===== config.mk =====
export PLATFORM = sky130hd
export DESIGN_NAME = light_channel_fade_strobe
export DESIGN_NICKNAME = d
export VERILOG_FILES = /design/src/rtl/lcfs_pkg.sv /design/src/rtl/light_channel_fade_strobe.sv /design/src/rtl/lcfs_store.sv /design/src/rtl/lcfs_div.sv
export SDC_FILE = /design/constraint.sdc
export NUM_CORES = 1
export LEC_CHECK = 0
export ABC_CLOCK_PERIOD_IN_PS = 7500
export BUFFER_PORTS_ARGS = -buffer_cell sky130_fd_sc_hd__buf_2
export CORE_MARGIN = 2
export CORE_UTILIZATION = 51
export DETAILED_ROUTE_END_ITERATION = 8
export PLACE_DENSITY = 0.71
export SLEW_MARGIN = 20
export SYNTH_ARGS = -nofsm -noshare
export SYNTH_HDL_FRONTEND = slang
export SYNTH_SLANG_ARGS = --single-unit

===== constraint.sdc =====
create_clock -name clk_i -period 7.5 [get_ports clk_i]
set_input_delay 0 -clock clk_i [delete_from_list [all_inputs] [get_ports clk_i]]
set_output_delay 0 -clock clk_i [all_outputs]
set_load 0.01 [all_outputs]

===== src/rtl/lcfs_pkg.sv =====
// lcfs_pkg: shared types and constants of the light channel fade/strobe engine.
// No dependencies; imported by every module of the block.
package lcfs_pkg;

  localparam int unsigned LEVEL_W     = 8;
  localparam int unsigned CH_W        = 4;
  localparam int unsigned TICK_W      = 16;
  localparam int unsigned SEC_W       = 8;
  localparam int unsigned LEN_W       = 18;   // up to 255000 ms
  localparam int unsigned ELAPSED_W   = 19;
  localparam int unsigned NUM_W       = 26;   // dividend, always below 256 * length
  localparam int unsigned QUO_BITS    = 8;
  localparam int unsigned DIV_CNT_W   = $clog2(QUO_BITS + 1);
  localparam int unsigned STORE_DEPTH = 16;
  localparam int unsigned STORE_AW    = 4;
  localparam int unsigned MS_PER_SEC  = 1000;

  typedef enum logic [1:0] {
    REQ_LOAD_START  = 2'd0,
    REQ_LOAD_TARGET = 2'd1,
    REQ_BEGIN       = 2'd2,
    REQ_TICK        = 2'd3
  } req_e;

  typedef enum logic {
    CFG_MODE     = 1'b0,
    CFG_FADE_SEC = 1'b1
  } cfg_e;

  typedef enum logic {
    MODE_FADE   = 1'b0,
    MODE_STROBE = 1'b1
  } mode_e;

  typedef enum logic [1:0] {
    FR_FADE   = 2'd0,
    FR_DARK   = 2'd1,
    FR_TARGET = 2'd2,
    FR_START  = 2'd3
  } frame_e;

  typedef enum logic [2:0] {
    ST_IDLE = 3'd0,
    ST_READ = 3'd1,
    ST_MUL  = 3'd2,
    ST_LOAD = 3'd3,
    ST_DIV  = 3'd4,
    ST_EMIT = 3'd5,
    ST_STEP = 3'd6
  } state_e;

  // level store write request
  typedef struct packed {
    logic                we_start;
    logic                we_target;
    logic [STORE_AW-1:0] addr;
    logic [LEVEL_W-1:0]  data;
  } lcfs_wr_t;

endpackage


===== src/rtl/light_channel_fade_strobe.sv =====
// light_channel_fade_strobe: top level of the per-channel fade/strobe engine.
// Depends on lcfs_pkg, lcfs_store and lcfs_div.
//
// Command-style block. A request is taken when start_i is high and busy_o is low.
// Load and begin requests finish in the accepting cycle and never raise busy_o.
// A tick while a transition runs raises busy_o and emits one frame of CHANNELS
// results, one per strobe on out_valid_o; results cannot be held off, so the
// receiver must take each one in its cycle. Strobes never come in adjacent
// cycles. In fade mode each channel walks read, multiply, divider load, eight
// divider steps and emit in turn, using the single shared restoring divider.
// Strobe frames and closing frames walk read, multiply and emit for each
// channel. After a tick's first frame a step state adds the tick time to the
// elapsed total and decides whether a closing frame (transition_done_o set)
// follows at once. Register writes on the cfg port take effect at the next begin;
// loads during a transition are seen by later frames. Store entries must be
// loaded before a transition reads them.
module light_channel_fade_strobe
  import lcfs_pkg::*;
#(
  parameter int unsigned CHANNELS = 16
) (
  input  logic                clk_i,
  input  logic                rst_ni,
  // request channel
  input  logic                start_i,
  output logic                busy_o,
  input  logic [1:0]          req_type_i,
  input  logic [CH_W-1:0]     channel_i,
  input  logic [LEVEL_W-1:0]  level_i,
  input  logic [TICK_W-1:0]   tick_ms_i,
  // configuration write port
  input  logic                cfg_we_i,
  input  logic                cfg_idx_i,
  input  logic [SEC_W-1:0]    cfg_data_i,
  // result strobe
  output logic                out_valid_o,
  output logic [CH_W-1:0]     out_channel_o,
  output logic [LEVEL_W-1:0]  out_level_o,
  output logic                frame_last_o,
  output logic                transition_done_o
);

  localparam int unsigned CNT_W = (CHANNELS > 1) ? $clog2(CHANNELS) : 1;
  localparam int unsigned EXT_W = 6;  // holds any channel count up to 32

  state_e state_q, state_d;

  // configuration and latched transition settings
  mode_e                mode_q, mode_lat_q;
  logic [SEC_W-1:0]     fsec_q;
  logic [LEN_W-1:0]     len_q;
  logic [LEN_W-1:0]     len_begin;

  // transition progress
  logic [ELAPSED_W-1:0] elapsed_q;
  logic [ELAPSED_W-1:0] elapsed_sum;
  logic                 running_q;
  logic                 dark_q;
  logic                 closing_q;
  logic                 reach_end;
  frame_e               kind_q;
  logic [TICK_W-1:0]    tick_q;
  logic [CNT_W-1:0]     ch_q;
  logic [EXT_W-1:0]     ch_ext;
  logic                 ch_last;

  // datapath
  logic [NUM_W-1:0]     prod_s_q;     // start * length
  logic signed [28:0]   prod_d_q;     // (target - start) * elapsed
  logic signed [8:0]    diff;
  logic signed [19:0]   elapsed_s;
  logic signed [28:0]   num_s;
  logic [LEVEL_W-1:0]   lvl_q;
  logic [LEVEL_W-1:0]   start_rd, target_rd;
  logic                 div_start, div_done;
  logic [QUO_BITS-1:0]  div_quo;

  logic                 accept;
  req_e                 req;
  logic                 ch_in_range;
  lcfs_wr_t             wr;

  assign req         = req_e'(req_type_i);
  assign accept      = start_i && !busy_o;
  assign ch_in_range = ({2'b00, channel_i} < EXT_W'(CHANNELS));
  assign ch_ext      = EXT_W'(ch_q);
  assign ch_last     = (ch_q == CNT_W'(CHANNELS - 1));

  // zero seconds counts as one
  assign len_begin = LEN_W'((fsec_q == '0) ? SEC_W'(1) : fsec_q) * LEN_W'(MS_PER_SEC);

  assign elapsed_sum = elapsed_q + ELAPSED_W'(tick_q);
  assign reach_end   = (elapsed_sum >= ELAPSED_W'(len_q));

  always_comb begin
    wr.we_start  = accept && (req == REQ_LOAD_START) && ch_in_range;
    wr.we_target = accept && (req == REQ_LOAD_TARGET) && ch_in_range;
    wr.addr      = channel_i;
    wr.data      = level_i;
  end

  lcfs_store u_store (
    .clk_i       (clk_i),
    .wr_i        (wr),
    .raddr_i     (ch_ext[STORE_AW-1:0]),
    .start_rd_o  (start_rd),
    .target_rd_o (target_rd)
  );

  // dividend = start*len + (target-start)*elapsed, nonnegative since elapsed < len
  assign num_s = $signed({3'b000, prod_s_q}) + prod_d_q;

  lcfs_div u_div (
    .clk_i   (clk_i),
    .rst_ni  (rst_ni),
    .start_i (div_start),
    .num_i   (num_s[NUM_W-1:0]),
    .len_i   (len_q),
    .done_o  (div_done),
    .quo_o   (div_quo)
  );

  assign diff      = $signed({1'b0, target_rd}) - $signed({1'b0, start_rd});
  assign elapsed_s = $signed({1'b0, elapsed_q});

  // next state
  always_comb begin
    state_d = state_q;
    case (state_q)
      ST_IDLE: begin
        if (accept && (req == REQ_TICK) && running_q) begin
          state_d = ST_READ;
        end
      end
      ST_READ: state_d = ST_MUL;
      ST_MUL:  state_d = (kind_q == FR_FADE) ? ST_LOAD : ST_EMIT;
      ST_LOAD: state_d = ST_DIV;
      ST_DIV: begin
        if (div_done) begin
          state_d = ST_EMIT;
        end
      end
      ST_EMIT: begin
        if (!ch_last) begin
          state_d = ST_READ;
        end else if (closing_q) begin
          state_d = ST_IDLE;
        end else begin
          state_d = ST_STEP;
        end
      end
      ST_STEP: state_d = reach_end ? ST_READ : ST_IDLE;
      default: state_d = ST_IDLE;
    endcase
  end

  // state outputs
  always_comb begin
    busy_o      = 1'b1;
    out_valid_o = 1'b0;
    div_start   = 1'b0;
    case (state_q)
      ST_IDLE: busy_o      = 1'b0;
      ST_LOAD: div_start   = 1'b1;
      ST_EMIT: out_valid_o = 1'b1;
      default: ;
    endcase
  end

  assign out_channel_o     = ch_ext[CH_W-1:0];
  assign out_level_o       = lvl_q;
  assign frame_last_o      = ch_last;
  assign transition_done_o = closing_q;

  always_ff @(posedge clk_i or negedge rst_ni) begin
    if (!rst_ni) begin
      state_q    <= ST_IDLE;
      mode_q     <= MODE_FADE;
      fsec_q     <= SEC_W'(1);
      len_q      <= LEN_W'(MS_PER_SEC);
      mode_lat_q <= MODE_FADE;
      elapsed_q  <= '0;
      running_q  <= 1'b0;
      dark_q     <= 1'b1;
      closing_q  <= 1'b0;
      kind_q     <= FR_FADE;
      ch_q       <= '0;
    end else begin
      state_q <= state_d;

      if (cfg_we_i) begin
        case (cfg_e'(cfg_idx_i))
          CFG_MODE:     mode_q <= mode_e'(cfg_data_i[0]);
          CFG_FADE_SEC: fsec_q <= cfg_data_i;
          default: ;
        endcase
      end

      if (accept && (req == REQ_BEGIN)) begin
        len_q      <= len_begin;
        mode_lat_q <= mode_q;
        elapsed_q  <= '0;
        dark_q     <= 1'b1;
        running_q  <= 1'b1;
      end

      // tick: first frame of the tick
      if (accept && (req == REQ_TICK) && running_q) begin
        ch_q      <= '0;
        closing_q <= 1'b0;
        if (mode_lat_q == MODE_FADE) begin
          kind_q <= FR_FADE;
        end else begin
          kind_q <= dark_q ? FR_DARK : FR_TARGET;
          dark_q <= !dark_q;
        end
      end

      if ((state_q == ST_EMIT) && !ch_last) begin
        ch_q <= ch_q + 1'b1;
      end

      // advance time; closing frame if the length is reached
      if (state_q == ST_STEP) begin
        elapsed_q <= elapsed_sum;
        if (reach_end) begin
          running_q <= 1'b0;
          closing_q <= 1'b1;
          ch_q      <= '0;
          kind_q    <= (mode_lat_q == MODE_FADE) ? FR_TARGET : FR_START;
        end
      end
    end
  end

  always_ff @(posedge clk_i) begin
    if (accept) begin
      tick_q <= tick_ms_i;
    end
    if (state_q == ST_MUL) begin
      prod_s_q <= NUM_W'(start_rd) * NUM_W'(len_q);
      prod_d_q <= diff * elapsed_s;
      case (kind_q)
        FR_DARK:   lvl_q <= '0;
        FR_TARGET: lvl_q <= target_rd;
        FR_START:  lvl_q <= start_rd;
        default:   lvl_q <= lvl_q;
      endcase
    end
    if ((state_q == ST_DIV) && div_done) begin
      lvl_q <= div_quo;
    end
  end

endmodule


===== src/rtl/lcfs_store.sv =====
// lcfs_store: start and target level memories, one write port, registered read.
// Depends on lcfs_pkg.
module lcfs_store
  import lcfs_pkg::*;
(
  input  logic                clk_i,
  input  lcfs_wr_t            wr_i,
  input  logic [STORE_AW-1:0] raddr_i,
  output logic [LEVEL_W-1:0]  start_rd_o,
  output logic [LEVEL_W-1:0]  target_rd_o
);

  logic [LEVEL_W-1:0] start_mem  [STORE_DEPTH];
  logic [LEVEL_W-1:0] target_mem [STORE_DEPTH];

  always_ff @(posedge clk_i) begin
    if (wr_i.we_start) begin
      start_mem[wr_i.addr] <= wr_i.data;
    end
    if (wr_i.we_target) begin
      target_mem[wr_i.addr] <= wr_i.data;
    end
  end

  always_ff @(posedge clk_i) begin
    start_rd_o  <= start_mem[raddr_i];
    target_rd_o <= target_mem[raddr_i];
  end

endmodule


===== src/rtl/lcfs_div.sv =====
// lcfs_div: restoring divider, one quotient bit per cycle, 8-bit quotient.
// Depends on lcfs_pkg.
module lcfs_div
  import lcfs_pkg::*;
(
  input  logic                clk_i,
  input  logic                rst_ni,
  input  logic                start_i,
  input  logic [NUM_W-1:0]    num_i,
  input  logic [LEN_W-1:0]    len_i,
  output logic                done_o,
  output logic [QUO_BITS-1:0] quo_o
);

  logic [NUM_W-1:0]     rem_q, rem_d;
  logic [NUM_W-1:0]     dvs_q, dvs_d;
  logic [QUO_BITS-1:0]  quo_q, quo_d;
  logic [DIV_CNT_W-1:0] cnt_q, cnt_d;
  logic                 fit;

  assign fit = (rem_q >= dvs_q);

  always_comb begin
    rem_d = rem_q;
    dvs_d = dvs_q;
    quo_d = quo_q;
    cnt_d = cnt_q;
    if (start_i) begin
      rem_d = num_i;
      dvs_d = NUM_W'(len_i) << (QUO_BITS - 1);
      quo_d = '0;
      cnt_d = DIV_CNT_W'(QUO_BITS);
    end else if (cnt_q != '0) begin
      rem_d = fit ? (rem_q - dvs_q) : rem_q;
      dvs_d = dvs_q >> 1;
      quo_d = {quo_q[QUO_BITS-2:0], fit};
      cnt_d = cnt_q - 1'b1;
    end
  end

  always_ff @(posedge clk_i or negedge rst_ni) begin
    if (!rst_ni) begin
      cnt_q <= '0;
    end else begin
      cnt_q <= cnt_d;
    end
  end

  always_ff @(posedge clk_i) begin
    rem_q <= rem_d;
    dvs_q <= dvs_d;
    quo_q <= quo_d;
  end

  assign done_o = (cnt_q == '0);
  assign quo_o  = quo_q;

endmodule


==> metrics.md <==
| Metric | Value |
|---|---|
| Outcome | complete, no violations |
| Clk network pwr share | between 30% and 40% |
| Switching power | around 0.0016 W |
| Layout cells sized above 1 | 10.9% |
| RD Place Congestion | around 0.92 |
| CP max-delay cell | fa_1 |
| Period utilization | a little over nine tenths |
| Global-route wire length before repair | approximately 120000 µm |
| Design area | about 34000 µm² |
| Non-filler cells, final | 3523 |
| Sequential area share after synthesis | around 43% |
| TritonCTS clock tree | built |
| CTS root buf | clkbuf_16 |
| Sequential power share | 44.8% |
| Post-synth top flop | edfxtp_1 |
| Nets | 3200 |
| Hold Path Class | input pin to asynchronous set/reset pin |
| Final HPWL DP | 55000 µm |
| Clk buf depth | 3 |
| Area share of the largest cell type after synthesis | between 30% and 40% |
| Slew HR | between 20% and 30% |
| Ant diodes | 0 |
| Max FO, Critical Path | 12 |
| Drt drc | 0 |
| Wire per inst | roughly 21 µm |
| Final setup vio count | 0 |
| Die H | around 250 µm |
| CTS H-Tree Depth | 2 |
| Pwr Density | around 180 nW/µm² |
| Number of I/O port buffers | slightly below 60 |
| Gr usage total | between 20% and 30% |
| Final clock skew | 15.2 ps |
| Antenna violations before repair | 1 |
| Setup crit start kind | flop |
| Post-synthesis cell count | between 2000 and 3000 |
| Final Hold Viols | 0 |
| Grt total ovfl | 0 |
| Drt pass-1 iters | 5 |
| Num CTS Buffers | 48 |
| Most frequent cell after synthesis | edfxtp_1 |
| Yosys reg bits | roughly 460 |
| Sw Ratio | about a quarter |
| Clock transition at the registers of the reported paths | roughly 60 ps |
| Clock latency on the worst-skew pair | roughly 600 ps |
| Combinational share of power | between 10% and 20% |
| Final ANT Viol Nets | 0 |
| Crit path launch | u_store.start_rd_o[2] |
| Most common library cells after synthesis | edfxtp_1 (373), inv_1 (272), ha_1 (235) |
| Worst path max stage delay | ~520 ps |
| Number of global-route vias before repair | roughly 21000 |
| FMAX | about 0.14 GHz |
| Post-CTS Setup Bufs | 0 |
| Die ar. | about 63000 µm² |
| CP arrival | between 7000 and 8000 ps |
| Max Cap Violations | 0 |
| Core area | 60200 µm² |
| Yosys top cell by area | edfxtp_1 |
| Post-DR vias/cell | 5.81 |
| Final Max Tran Viols | 0 |
| Site Rows | 90 |
| Reg-to-Reg Start | u_store.start_rd_o[2] |
| Util after Layout | a little under three fifths |
| Syn avg cell area | between 10 and 15 µm² |
| Placed inst area | roughly 32000 µm² |
| Starting Density | 51.4% |
| Die span in x | ~250 µm |
| Post-Syn Nets | approximately 3100 |
| Setup TNS | 0 ps |
| Synth unique cells | 75 |
| # IOs | 59 |
| Synth top area cells | edfxtp_1 (36%), fa_1 (14%), ha_1 (9.5%) |
| Static Leak | 14.4 nW |
| Maximum vdd drop | around 0.24 mV |
| Slew @ Worst Pin | around 1100 ps |
| Worst path required time | between 7000 and 8000 ps |
| DRT iter0 DRCs | 1569 |
| Syn. warnings | 0 |
| Async set-reset flop share out of synthesis | between 10% and 20% |
| Setup CP Type | flop to flop |
| Area growth, synth to finish | 10.7% |
| Routed WL | about 75000 µm |
| RSZ-0062 raised after global routing | no |
| Post-synth EDFFs | between 300 and 400 |
| Post-placement cell count | about 3400 |
| Netlist Area Pre-Place | between 30000 and 40000 µm² |
| Largest net degree at the start of global routing | 69 |
| Via count | about 20000 |
| Final min period | just over 7000 ps |
| Crit path capture type | flop |
| Int Pwr | 0.00464 W |
| Number of clock sinks | approximately 460 |
per-layer routing:
layer / global-route usage [%] / vias to the layer above / share of wire [%]
li1: - / 9311 / -
met3: 3.65 / 140 / 5.6
met4: 8.45 / 2 / 3.4
met1: 31.8 / 10352 / 41
met2: 42.4 / 661 / 50
met5: 0 / - / 0.011
repair_timing:
action	4_1_cts	5_1_grt
endpoints found under the hold margin	349	8
resized for setup	0	0
hold buffers	50	1
endpoints found under the setup margin	0	0
cell families after synthesis:
group,share of synthesized area (%)
muxes,6.38
AOI/OAI and AO/OA,8.20
and+or+nand+nor,11.2
xor gates and xnor gates,3.20
adders and majority gates,23.7
buffers and inverters,4.28
DFF,43.1
layout make-up:
type / count / area [µm²]
Inverter: 273 / 1020
Timing Repair Buffer: 134 / 988
Tap cell: 782 / 978
Clock inverter: 26 / 278
Fill cell: 4777 / 26000
Clock buffer: 63 / 1310
Sequential cell: 464 / 13300
Multi-Input combinational cell: 1781 / 16400
power groups by stage:
stage	clock, W	sequential (W)	combinational, W
2_1_floorplan	0	0.00284	0.000788
3_3_place_gp	0	0.00285	0.000974
3_5_place_dp	0	0.00285	0.00101
4_1_cts	0.00244	0.00279	0.00104
5_1_grt	0.00253	0.00280	0.00121
6_report	0.00240	0.00279	0.00104
metrics by stage:
stage | setup WS [ps] | hold WS (ps) | total power (W)
5_1_grt | 21.2 | 101 | 0.00653
2_1_floorplan | 733 | -296 | 0.00363
6_report | 432 | 108 | 0.00623
3_3_place_gp | 689 | 176 | 0.00382
4_1_cts | 489 | 0.347 | 0.00628
3_5_place_dp | 499 | 178 | 0.00386
flip-flops by register name (all words and copies together) (netlist names):
name and count:
out_level_o 8, state_q 3, u_div.rem_q 26, dark_q 1
u_div.dvs_q 25, elapsed_q 19, out_channel_o 4, mode_q 1
running_q 1, kind_q 2, prod_d_q 26, u_div.quo_o 8
prod_s_q 23, u_store.target_rd_o 8, u_store.start_rd_o 8, tick_q 16
u_store.target_mem 128, fsec_q 8, mode_lat_q 1, transition_done_o 1
u_store.start_mem 128, len_q 15, u_div.cnt_q 4
cells in the final DEF, fill, tap and decap left out, types with 10 or more instances in the layout:
| cell | netlist | routed |
|---|---|---|
| clkbuf_1 | 70 | 10 |
| dlygate4sd3_1 | 0 | 51 |
| nor3_1 | 43 | 36 |
| buf_2 | 3 | 58 |
| o21a_1 | 20 | 20 |
| nor2b_1 | 26 | 26 |
| ha_1 | 235 | 235 |
| a21oi_1 | 125 | 125 |
| edfxtp_1 | 373 | 373 |
| a211oi_1 | 14 | 14 |
| nand2b_1 | 54 | 54 |
| buf_4 | 0 | 25 |
| o21bai_1 | 12 | 12 |
| inv_1 | 272 | 272 |
| nand4_1 | 10 | 10 |
| xnor2_1 | 81 | 81 |
| a41o_1 | 11 | 11 |
| clkbuf_16 | 0 | 48 |
| fa_1 | 220 | 220 |
| dfxtp_1 | 31 | 31 |
| nand2_1 | 217 | 217 |
| and3_1 | 18 | 18 |
| xor2_1 | 32 | 32 |
| mux4_2 | 80 | 80 |
| nor2_1 | 179 | 179 |
| dfrtp_1 | 52 | 50 |
| mux2_2 | 10 | 10 |
| nand3_1 | 31 | 31 |
| a21o_1 | 38 | 38 |
| and2_1 | 105 | 105 |
| o21ai_0 | 88 | 87 |
| clkinv_2 | 0 | 13 |
final timing paths:
path                                     to  cells after the start  slack [ps]
max reg2reg                    prod_d_q[25]                     26         430
min                                  mode_q                      3         110
max                            prod_d_q[25]                     26         430
min in group clk_i                tick_q[7]                      2         110
min reg2reg                  u_div.dvs_q[0]                      2         460
max in group asynchronous  out_channel_o[0]                      3        6740
worst max-delay path, delay by kind of cell, from the launching register on:
kind | cells | cell delay, ps
xor gates and xnor gates | 2 | 290
and+or+nand+nor | 3 | 440
DFF | 1 | 450
buffers and inverters | 4 | 400
adders and majority gates | 7 | 3170
AOI/OAI and AO/OA | 10 | 2050
Note: power is estimated with default switching activity, not from simulation.
